File: config.mk
export PLATFORM = sky130hd
export DESIGN_NAME = ihtq_ctrl
export DESIGN_NICKNAME = d
export VERILOG_FILES = /design/src/rtl/ihtq_pkg.sv /design/src/rtl/ihtq_ctrl.sv
export SDC_FILE = /design/constraint.sdc
export NUM_CORES = 1
export LEC_CHECK = 0
export BUFFER_PORTS_ARGS = -buffer_cell sky130_fd_sc_hd__buf_2
export CAP_MARGIN = 40
export CORE_MARGIN = 2
export CORE_UTILIZATION = 45
export CTS_BUF_LIST = sky130_fd_sc_hd__clkbuf_4 sky130_fd_sc_hd__clkbuf_8 sky130_fd_sc_hd__clkbuf_16
export DETAILED_ROUTE_END_ITERATION = 8
export GPL_TIMING_DRIVEN = 1
export PLACE_DENSITY = 0.83
export SLEW_MARGIN = 20
export SYNTH_ARGS = -nofsm -noshare
export SYNTH_HDL_FRONTEND = slang
export SYNTH_SLANG_ARGS = --single-unit
File: constraint.sdc
create_clock -name aclk -period 4.2 [get_ports aclk]
set_clock_uncertainty 0.1 [all_clocks]
set_input_delay 0.21 -clock aclk [delete_from_list [all_inputs] [get_ports aclk]]
set_output_delay 0.21 -clock aclk [all_outputs]
set_load 0.01 [all_outputs]
File: src/rtl/ihtq_pkg.sv
`timescale 1ns / 1ps
// ----------------------------------------------------------------------------
// Indexed heap task queue package
// Shared widths, entry layout, codes, command/status bundles, ordering rule.
// ----------------------------------------------------------------------------
package ihtq_pkg;

    localparam int HEAP_DEPTH    = 256;
    localparam int TASK_ID_COUNT = 1024;
    localparam int SLOT_W        = $clog2(HEAP_DEPTH);
    localparam int CNT_W         = SLOT_W + 1;
    localparam int TASK_W        = $clog2(TASK_ID_COUNT);
    localparam int USER_W        = 16;
    localparam int PRIO_W        = 32;
    localparam int STATUS_W      = 3;
    localparam int KIND_W        = 2;

    typedef logic [SLOT_W-1:0] slot_t;
    typedef logic [CNT_W-1:0]  cnt_t;
    typedef logic [TASK_W-1:0] tid_t;

    typedef struct packed {
        logic [USER_W-1:0] user;
        tid_t              tid;
        logic [PRIO_W-1:0] prio;
    } entry_t;

    typedef enum logic [KIND_W-1:0] {
        REQ_ADD    = 2'd0,
        REQ_EDIT   = 2'd1,
        REQ_REMOVE = 2'd2,
        REQ_EXEC   = 2'd3
    } req_kind_t;

    typedef enum logic [STATUS_W-1:0] {
        ST_OK      = 3'd0,
        ST_EMPTY   = 3'd1,
        ST_UNKNOWN = 3'd2,
        ST_DUP     = 3'd3,
        ST_FULL    = 3'd4
    } status_t;

    typedef enum logic [2:0] {
        RD_ZERO, RD_SLOT, RD_PARENT, RD_LEFT, RD_RIGHT, RD_LAST
    } rd_sel_t;

    typedef enum logic [2:0] {
        HO_KEEP, HO_CNT, HO_SLOT, HO_ZERO, HO_PARENT, HO_BEST
    } hole_op_t;

    typedef enum logic [1:0] {
        CO_KEEP, CO_REQ, CO_EDIT, CO_RD
    } cur_op_t;

    typedef enum logic [1:0] {
        HW_RD, HW_BEST, HW_CUR
    } heap_wsel_t;

    typedef enum logic [1:0] {
        PW_CLEAR, PW_INVAL_TOP, PW_INVAL_REQ, PW_MOVE
    } pos_wsel_t;

    typedef struct packed {
        logic       load_req;
        rd_sel_t    rd_sel;
        hole_op_t   hole_op;
        cur_op_t    cur_op;
        logic       cnt_inc;
        logic       cnt_dec;
        logic       left_ld;
        logic       heap_we;
        heap_wsel_t heap_wsel;
        logic       pos_we;
        pos_wsel_t  pos_wsel;
        logic       clr_inc;
        logic       res_ld;
        status_t    res_status;
        logic       res_exec;
        logic       out_ld;
    } dp_cmd_t;

    typedef struct packed {
        req_kind_t kind;
        logic      pos_valid;
        logic      cnt_zero;
        logic      cnt_full;
        logic      hole_zero;
        logic      hole_is_last;
        logic      left_in;
        logic      cur_wins;
        logic      best_is_cur;
        logic      clr_done;
        logic      out_busy;
    } dp_stat_t;

    // Higher priority wins; ties go to the higher task id.
    function automatic logic outranks(entry_t a, entry_t b);
        if (a.prio != b.prio) begin
            return a.prio > b.prio;
        end
        return a.tid > b.tid;
    endfunction

endpackage

File: src/rtl/ihtq_ctrl.sv
`timescale 1ns / 1ps
// ----------------------------------------------------------------------------
// Indexed heap task queue controller
// Sequences clearing, request decode, sift up, sift down and result hand-off.
// ----------------------------------------------------------------------------
module ihtq_ctrl
    import ihtq_pkg::*;
(
    input  logic     aclk,
    input  logic     aresetn,
    input  logic     s_valid,
    output logic     s_ready,
    input  dp_stat_t stat,
    output dp_cmd_t  cmd
);

    typedef enum logic [3:0] {
        S_CLEAR, S_IDLE, S_DEC1, S_DEC2, S_EDRD, S_DROP, S_DROPRD,
        S_RISE, S_RISEC, S_SINK, S_SINKL, S_SINKR, S_FINAL, S_RESP
    } state_t;

    state_t state_reg, state_next;

    always_comb begin
        state_next = state_reg;
        cmd        = '0;
        s_ready    = 1'b0;
        unique case (state_reg)
            S_CLEAR: begin
                cmd.pos_we   = 1'b1;
                cmd.pos_wsel = PW_CLEAR;
                cmd.clr_inc  = 1'b1;
                if (stat.clr_done) begin
                    state_next = S_IDLE;
                end
            end
            S_IDLE: begin
                s_ready      = 1'b1;
                cmd.load_req = s_valid;
                if (s_valid) begin
                    state_next = S_DEC1;
                end
            end
            S_DEC1: begin
                cmd.rd_sel = RD_ZERO;
                state_next = S_DEC2;
            end
            S_DEC2: begin
                cmd.res_ld     = 1'b1;
                cmd.res_status = ST_OK;
                state_next     = S_RESP;
                if (stat.kind == REQ_EXEC) begin
                    if (stat.cnt_zero) begin
                        cmd.res_status = ST_EMPTY;
                    end else begin
                        cmd.res_exec = 1'b1;
                        cmd.pos_we   = 1'b1;
                        cmd.pos_wsel = PW_INVAL_TOP;
                        cmd.hole_op  = HO_ZERO;
                        cmd.cnt_dec  = 1'b1;
                        state_next   = S_DROP;
                    end
                end else if (stat.kind == REQ_ADD) begin
                    if (stat.pos_valid) begin
                        cmd.res_status = ST_DUP;
                    end else if (stat.cnt_full) begin
                        cmd.res_status = ST_FULL;
                    end else begin
                        cmd.cur_op  = CO_REQ;
                        cmd.hole_op = HO_CNT;
                        cmd.cnt_inc = 1'b1;
                        state_next  = S_RISE;
                    end
                end else if (!stat.pos_valid) begin
                    cmd.res_status = ST_UNKNOWN;
                end else if (stat.kind == REQ_EDIT) begin
                    cmd.rd_sel  = RD_SLOT;
                    cmd.hole_op = HO_SLOT;
                    state_next  = S_EDRD;
                end else begin
                    cmd.pos_we   = 1'b1;
                    cmd.pos_wsel = PW_INVAL_REQ;
                    cmd.hole_op  = HO_SLOT;
                    cmd.cnt_dec  = 1'b1;
                    state_next   = S_DROP;
                end
            end
            S_EDRD: begin
                cmd.cur_op = CO_EDIT;
                state_next = S_RISE;
            end
            S_DROP: begin
                if (stat.hole_is_last) begin
                    state_next = S_RESP;
                end else begin
                    cmd.rd_sel = RD_LAST;
                    state_next = S_DROPRD;
                end
            end
            S_DROPRD: begin
                cmd.cur_op = CO_RD;
                state_next = S_RISE;
            end
            S_RISE: begin
                if (stat.hole_zero) begin
                    state_next = S_SINK;
                end else begin
                    cmd.rd_sel = RD_PARENT;
                    state_next = S_RISEC;
                end
            end
            S_RISEC: begin
                if (stat.cur_wins) begin
                    cmd.heap_we   = 1'b1;
                    cmd.heap_wsel = HW_RD;
                    cmd.pos_we    = 1'b1;
                    cmd.pos_wsel  = PW_MOVE;
                    cmd.hole_op   = HO_PARENT;
                    state_next    = S_RISE;
                end else begin
                    state_next = S_SINK;
                end
            end
            S_SINK: begin
                if (stat.left_in) begin
                    cmd.rd_sel = RD_LEFT;
                    state_next = S_SINKL;
                end else begin
                    state_next = S_FINAL;
                end
            end
            S_SINKL: begin
                cmd.left_ld = 1'b1;
                cmd.rd_sel  = RD_RIGHT;
                state_next  = S_SINKR;
            end
            S_SINKR: begin
                if (stat.best_is_cur) begin
                    state_next = S_FINAL;
                end else begin
                    cmd.heap_we   = 1'b1;
                    cmd.heap_wsel = HW_BEST;
                    cmd.pos_we    = 1'b1;
                    cmd.pos_wsel  = PW_MOVE;
                    cmd.hole_op   = HO_BEST;
                    state_next    = S_SINK;
                end
            end
            S_FINAL: begin
                cmd.heap_we   = 1'b1;
                cmd.heap_wsel = HW_CUR;
                cmd.pos_we    = 1'b1;
                cmd.pos_wsel  = PW_MOVE;
                state_next    = S_RESP;
            end
            S_RESP: begin
                if (!stat.out_busy) begin
                    cmd.out_ld = 1'b1;
                    state_next = S_IDLE;
                end
            end
            default: state_next = S_IDLE;
        endcase
    end

    always_ff @(posedge aclk) begin
        if (!aresetn) begin
            state_reg <= S_CLEAR;
        end else begin
            state_reg <= state_next;
        end
    end

endmodule
==> flow_metrics.tcl, run 1 <==
set metrics [dict create \
    status "complete, no violations" \
    clock_path_buffers 2 \
    multi_input_area_sq_um 532 \
    postSynthNetCount 123 \
    grt_pass1_wl_microns 3080 \
    place_congestion 0.896 \
    synth_edf_count 0 \
    cts_made_buffers 3 \
    wl_met3_microns 132 \
    synth.area.top_cells "dfxtp_1 12%, nor2_1 8.3%, a21oi_1 6.6%" \
    ys_ff_latch 4 \
    worst_pin_slew_ns 0.570 \
    hold_path.class "input port to flip-flop" \
    start_util_pct 46.8 \
    hold_viol_final 0 \
    synth_cells 107 \
    timing.fmax_mhz 397 \
    cts.sinks 4 \
    p_int_mw 0.197 \
    final_nets 160 \
    p_per_area_nw_per_um2 446 \
    areaGrowthSynthToFinish_pct 29.8 \
    holdBufCountCts 0 \
    cts-resized-gates 0 \
    met2_length_microns 1010 \
    io_pins 41 \
    drv_cap 0 \
    slew_headroom_pct 62.0 \
    dpl_cell_area_sq_um 861 \
    power_frac_seq_pct 27.3 \
    grt_pass1_vias 719 \
    drt-met1-wl_microns 801 \
    grt_usage_pct 21.9 \
    vias_per_cell 5.65 \
    htreeDepth 1 \
    setup_viol 0 \
    root_buffer "clkbuf_4" \
    die_w_microns 42.9 \
    synth_area_sq_um 681 \
    pre_cts_ws_ns 1.95 \
    synth_flop_cell "dfxtp_1" \
    ys_types 45 \
    ys_async_sr_fraction_pct 0 \
    core_area_sq_um 1450 \
    postRouteAntennaNets 0 \
    n_antenna_cell 0 \
    drive_above_1_share_pct 34.5 \
    rsz0062_at_grt "no" \
    p_switching_mw 0.197 \
    synth.avg_cell_area_sq_um 6.36 \
    antenna_found_initial 0 \
    overflow 0 \
    portBuffers 40 \
    period_needed_ns 2.52 \
    yosys_warnings 0 \
    drt_iter0_markers 26 \
    drv_slew 0 \
    path_max_fanout 19 \
    synth_top_area_cell "dfxtp_1" \
    final_common_cell "buf_2" \
    post_cts_buffers 0 \
    wl_per_cell_microns 12.5 \
    cts_tree "yes" \
    first_pass_iters 4 \
    layout_setup_ws_ns 1.68 \
    critical_path_required_ns 3.89 \
    clk_latency_ns 0.23 \
    vias 892 \
    r2r_setup_slack_ns 2.21 \
    nFillCells 149 \
    p_clk_share_pct 12.0 \
    route.detailed.drc 0 \
    hpwl_microns 1590 \
    clk_pin_slew_worst_paths_ns 0.04 \
    critPathCaptureType "output pin" \
    routed_wl_microns 1970 \
    peakVddDrop_mv 0.352 \
    p_sw_share_pct 50.0 \
    largest_reg_flops 4 \
    final_area_sq_um 883 \
    fin_crit_sh_pct 60.0 \
    grt_max_degree 20 \
    tns_ns 0 \
    critPathKind "flip-flop to output pin" \
    mostFrequentLayoutCells "40 x buf_2, 15 x nor2_1, 10 x nand2_1, 9 x a21oi_1, 7 x nand2b_1" \
    dieArea_sq_um 1840 \
    crit_arrival_ns 2.21 \
    route.top_layer_used "met4" \
    fp.dieH_microns 42.9 \
    netlist.area_leader.share_pct 11.8 \
    combPwrFrac_pct 60.7 \
    ys_seq_area_share_pct 11.8 \
    placementRows 14 \
    power.leakage_nw 0.469 \
    ff_latch_area_sq_um 80.1 \
    cp-start-kind "flip-flop" \
]
critical path, stage by stage (launching register included):
cell and delay (ns):
dfxtp_1 0.67, nand2b_1 0.22, or2_1 0.30, inv_4 0.08, and3_4 0.18, or4_1 0.38, buf_2 0.15
per-layer routing:
| layer | vias up | GRT usage, % |
|---|---|---|
| li1 | 455 | - |
| met1 | 397 | 25.4 |
| met2 | 36 | 39.7 |
| met3 | 4 | 2.55 |
| met4 | 0 | 9.38 |
| met5 | - | 0 |
cells by family (layout without fill, tap and decap cells):
kind of cell	after synthesis	after routing	share of synthesized area (%)
AO/OA/AOI/OAI	30	30	30.0
adder cells (fa/ha/maj)	1	1	1.84
buffers and inverters	15	50	10.1
AND/OR/NAND/NOR	56	56	45.0
XOR/XNOR	1	1	1.29
flip-flops	4	4	11.8
cell usage after synthesis (all sizes together), types with 2 or more instances:
cell type and number:
o31a 2, nand2b 8, o21a 2, o21ai 5, nand3b 3, nor3 7
a21oi 9, inv 7, and3 2, nor2 15, nor4b 2, dfxtp 4
nand2 10, clkbuf 4, a2bb2oi 2, buf 4
area by class of cell:
cell class	count	share of cell area, %
tap	16	2.27
timing repair buffer	40	22.7
clock buffer	3	2.55
multi-input combinational	88	60.2
sequential	4	9.07
inverter	7	3.26
metrics by stage:
stage | instances | utilization (%) | hold WS, ns | power [mW]
after floorplan | 107 | - | 0.226 | 0.274
after global placement | 155 | 59.2 | 0.373 | 0.342
after detailed placement | 155 | 59.2 | 0.382 | 0.345
after CTS | 158 | 60.8 | 0.132 | 0.396
after global routing | 158 | 60.8 | 0.142 | 0.427
final | 158 | 60.8 | 0.137 | 0.394
power by group through the flow:
stage                     sequential [mW]  clock, mW  combinational, mW
after floorplan                    0.0627          0              0.212
after global placement              0.104          0              0.238
after detailed placement            0.106          0              0.239
after CTS                           0.105     0.0498              0.240
after global routing                0.113     0.0518              0.262
final                               0.108     0.0471              0.239
final timing paths:
| path | start | endpoint | depth (start not counted) |
|---|---|---|---|
| max | state_reg[3]$_SDFFE_PN0P_ | cmd[9] | 6 |
| min | aresetn | state_reg[3]$_SDFFE_PN0P_ | 2 |
| max reg2reg | state_reg[1]$_SDFFE_PN0P_ | state_reg[3]$_SDFFE_PN0P_ | 4 |
| min reg2reg | state_reg[1]$_SDFFE_PN0P_ | state_reg[2]$_SDFFE_PN0P_ | 2 |
Note: power is estimated with default switching activity, not from simulation.
==> run 2: changes to the inputs <==
--- a/config.mk
+++ b/config.mk
@@ -8,11 +8,11 @@
 export BUFFER_PORTS_ARGS = -buffer_cell sky130_fd_sc_hd__buf_2
 export CAP_MARGIN = 40
 export CORE_MARGIN = 2
-export CORE_UTILIZATION = 45
+export CORE_UTILIZATION = 42
 export CTS_BUF_LIST = sky130_fd_sc_hd__clkbuf_4 sky130_fd_sc_hd__clkbuf_8 sky130_fd_sc_hd__clkbuf_16
 export DETAILED_ROUTE_END_ITERATION = 8
 export GPL_TIMING_DRIVEN = 1
-export PLACE_DENSITY = 0.83
+export PLACE_DENSITY = 0.78
 export SLEW_MARGIN = 20
 export SYNTH_ARGS = -nofsm -noshare
 export SYNTH_HDL_FRONTEND = slang
==> constraint.sdc (replaced) <==
create_clock -name aclk -period 2.6 [get_ports aclk]
set_clock_uncertainty 0.1 [all_clocks]
set_input_delay 0.13 -clock aclk [delete_from_list [all_inputs] [get_ports aclk]]
set_output_delay 0.13 -clock aclk [all_outputs]
set_load 0.01 [all_outputs]
==> run 2 against run 1 <==
Compared with the run above:
- register-to-register slack got worse by 1.5 ns
- design area is 1.7% higher
- non-clock buffer count up 2
- global-route usage increased by 0.41 points
- worst setup slack worse by 1.3 ns
- core utilization down 1.1 points
- routed wire length increased by 4.4%
- first-iteration DRC count grew 23%
- sequential power grew 31%
- critical path depth did not move
- die area up 6.5%
- hold slack worse by 0.074 ns
- largest power group unchanged
- highest routed layer unchanged
==> flow_metrics.tcl, run 2 (synthesized netlist as in run 1, its figures left out) <==
set metrics [dict create \
    grt_pass1_vias 825 \
    overflow 0 \
    p_clk_share_pct 11.5 \
    worst_pin_slew_ns 0.525 \
    drv_slew 0 \
    cp-start-kind "flip-flop" \
    critPathKind "flip-flop to output pin" \
    p_sw_share_pct 49.1 \
    total_power_mw 0.647 \
    drv_cap 0 \
    dieArea_sq_um 1960 \
    htreeDepth 1 \
    final_common_cell "buf_2" \
    postRouteAntennaNets 0 \
    portBuffers 40 \
    core_area_sq_um 1510 \
    route.detailed.drc 0 \
    start_util_pct 45.2 \
    layout_setup_ws_ns 0.383 \
    fin_crit_sh_pct 85.3 \
    hpwl_microns 1640 \
    io_pins 41 \
    tns_ns 0 \
    p_switching_mw 0.318 \
    crit_arrival_ns 1.99 \
    crit_slowest_cell "dfxtp_1" \
    clk_pin_slew_worst_paths_ns 0.04 \
    first_pass_iters 4 \
    path_max_fanout 16 \
    cts.sinks 4 \
    place_congestion 0.950 \
    path_delay_family "simple AND/OR/NAND/NOR gates" \
    combPwrFrac_pct 66.6 \
    post_cts_buffers 0 \
    max_stage_delay_ns 0.46 \
    fp.dieH_microns 44.3 \
    grt_pass1_wl_microns 3340 \
    fin_util_pct 59.6 \
    clock_path_buffers 2 \
    hold_path.class "input port to flip-flop" \
    antenna_found_initial 0 \
    cp.buffers_inverters 2 \
    drive_above_1_share_pct 35.4 \
    grt_max_degree 20 \
    areaGrowthSynthToFinish_pct 32.0 \
    p_per_area_nw_per_um2 720 \
    final_nets 162 \
    slew_headroom_pct 65.0 \
    status "complete, no violations" \
    largest_reg_flops 4 \
    setup_viol 0 \
    hold_viol_final 0 \
    critPathCaptureType "output pin" \
    dpl_cell_area_sq_um 876 \
    n_antenna_cell 0 \
    crit_chain "nand2b_2 -> or2_1 -> inv_4 -> and3_4 -> or4_1 -> buf_2" \
    vias 929 \
    timing.fmax_mhz 451 \
    vias_per_cell 5.81 \
    holdWs_ns 0.0628 \
    period_needed_ns 2.22 \
    grt_usage_pct 22.4 \
    final_area_sq_um 898 \
    stdcell_count 160 \
    placementRows 14 \
    rsz0062_at_grt "no" \
    critical_path_required_ns 2.37 \
    peakVddDrop_mv 0.545 \
    mostFrequentLayoutCells "40 x buf_2, 15 x nor2_1, 10 x nand2_1, 9 x a21oi_1, 7 x nand2b_1" \
    power_frac_seq_pct 21.8 \
    p_int_mw 0.329 \
    wl_per_cell_microns 12.9 \
    clk_latency_ns 0.23 \
    cts_made_buffers 3 \
    dp.cells 157 \
    holdBufCountCts 0 \
    pre_cts_ws_ns 0.637 \
    die_w_microns 44.3 \
    root_buffer "clkbuf_4" \
    routed_wl_microns 2060 \
    drt_iter0_markers 32 \
    cts-resized-gates 0 \
    cts_tree "yes" \
    power.leakage_nw 0.480 \
]
-- run 2: changes by cell type in the layout (fill, tap and decap cells not counted), sizes merged --
cell	previous run	this run
buf	40	42
-- run 2: per-layer routing --
layer	vias to the layer above	wire length, microns	GRT usage [%]
li1	463	-	-
met4	0	32	10.3
met1	406	880	28.1
met3	4	164	2.86
met2	56	981	37.6
met5	-	0	0
-- run 2: final timing paths --
kind	from	to	slack, ns	depth (start not counted)
worst max-delay path	state_reg[0]$_SDFFE_PN0P_	cmd[9]	0.38	6
worst min-delay path	aresetn	state_reg[1]$_SDFFE_PN0P_	0.06	3
worst max register to register	state_reg[0]$_SDFFE_PN0P_	state_reg[3]$_SDFFE_PN0P_	0.72	4
worst min register to register	state_reg[2]$_SDFFE_PN0P_	state_reg[1]$_SDFFE_PN0P_	0.67	4
-- run 2: layout make-up --
cell class | instances | area [sq um]
sequential | 4 | 80.1
clock buffer | 3 | 22.5
fill | 158 | 608
inverter | 7 | 28.8
tap | 16 | 20.0
multi-input combinational | 88 | 532
timing repair buffer | 42 | 215
-- run 2: power groups by stage --
stage / Clock [mW] / Combinational [mW] / Sequential [mW]
6_report: 0.0744 / 0.431 / 0.141
5_1_grt: 0.0818 / 0.479 / 0.149
4_1_cts: 0.0778 / 0.433 / 0.139
3_5_place_dp: 0 / 0.432 / 0.140
3_3_place_gp: 0 / 0.433 / 0.138
2_1_floorplan: 0 / 0.342 / 0.101
-- run 2: tightest hold or removal path, cell delays in order --
cell and delay [ns]:
buf_2 0.12, nand2_1 0.05, a31oi_1 0.03
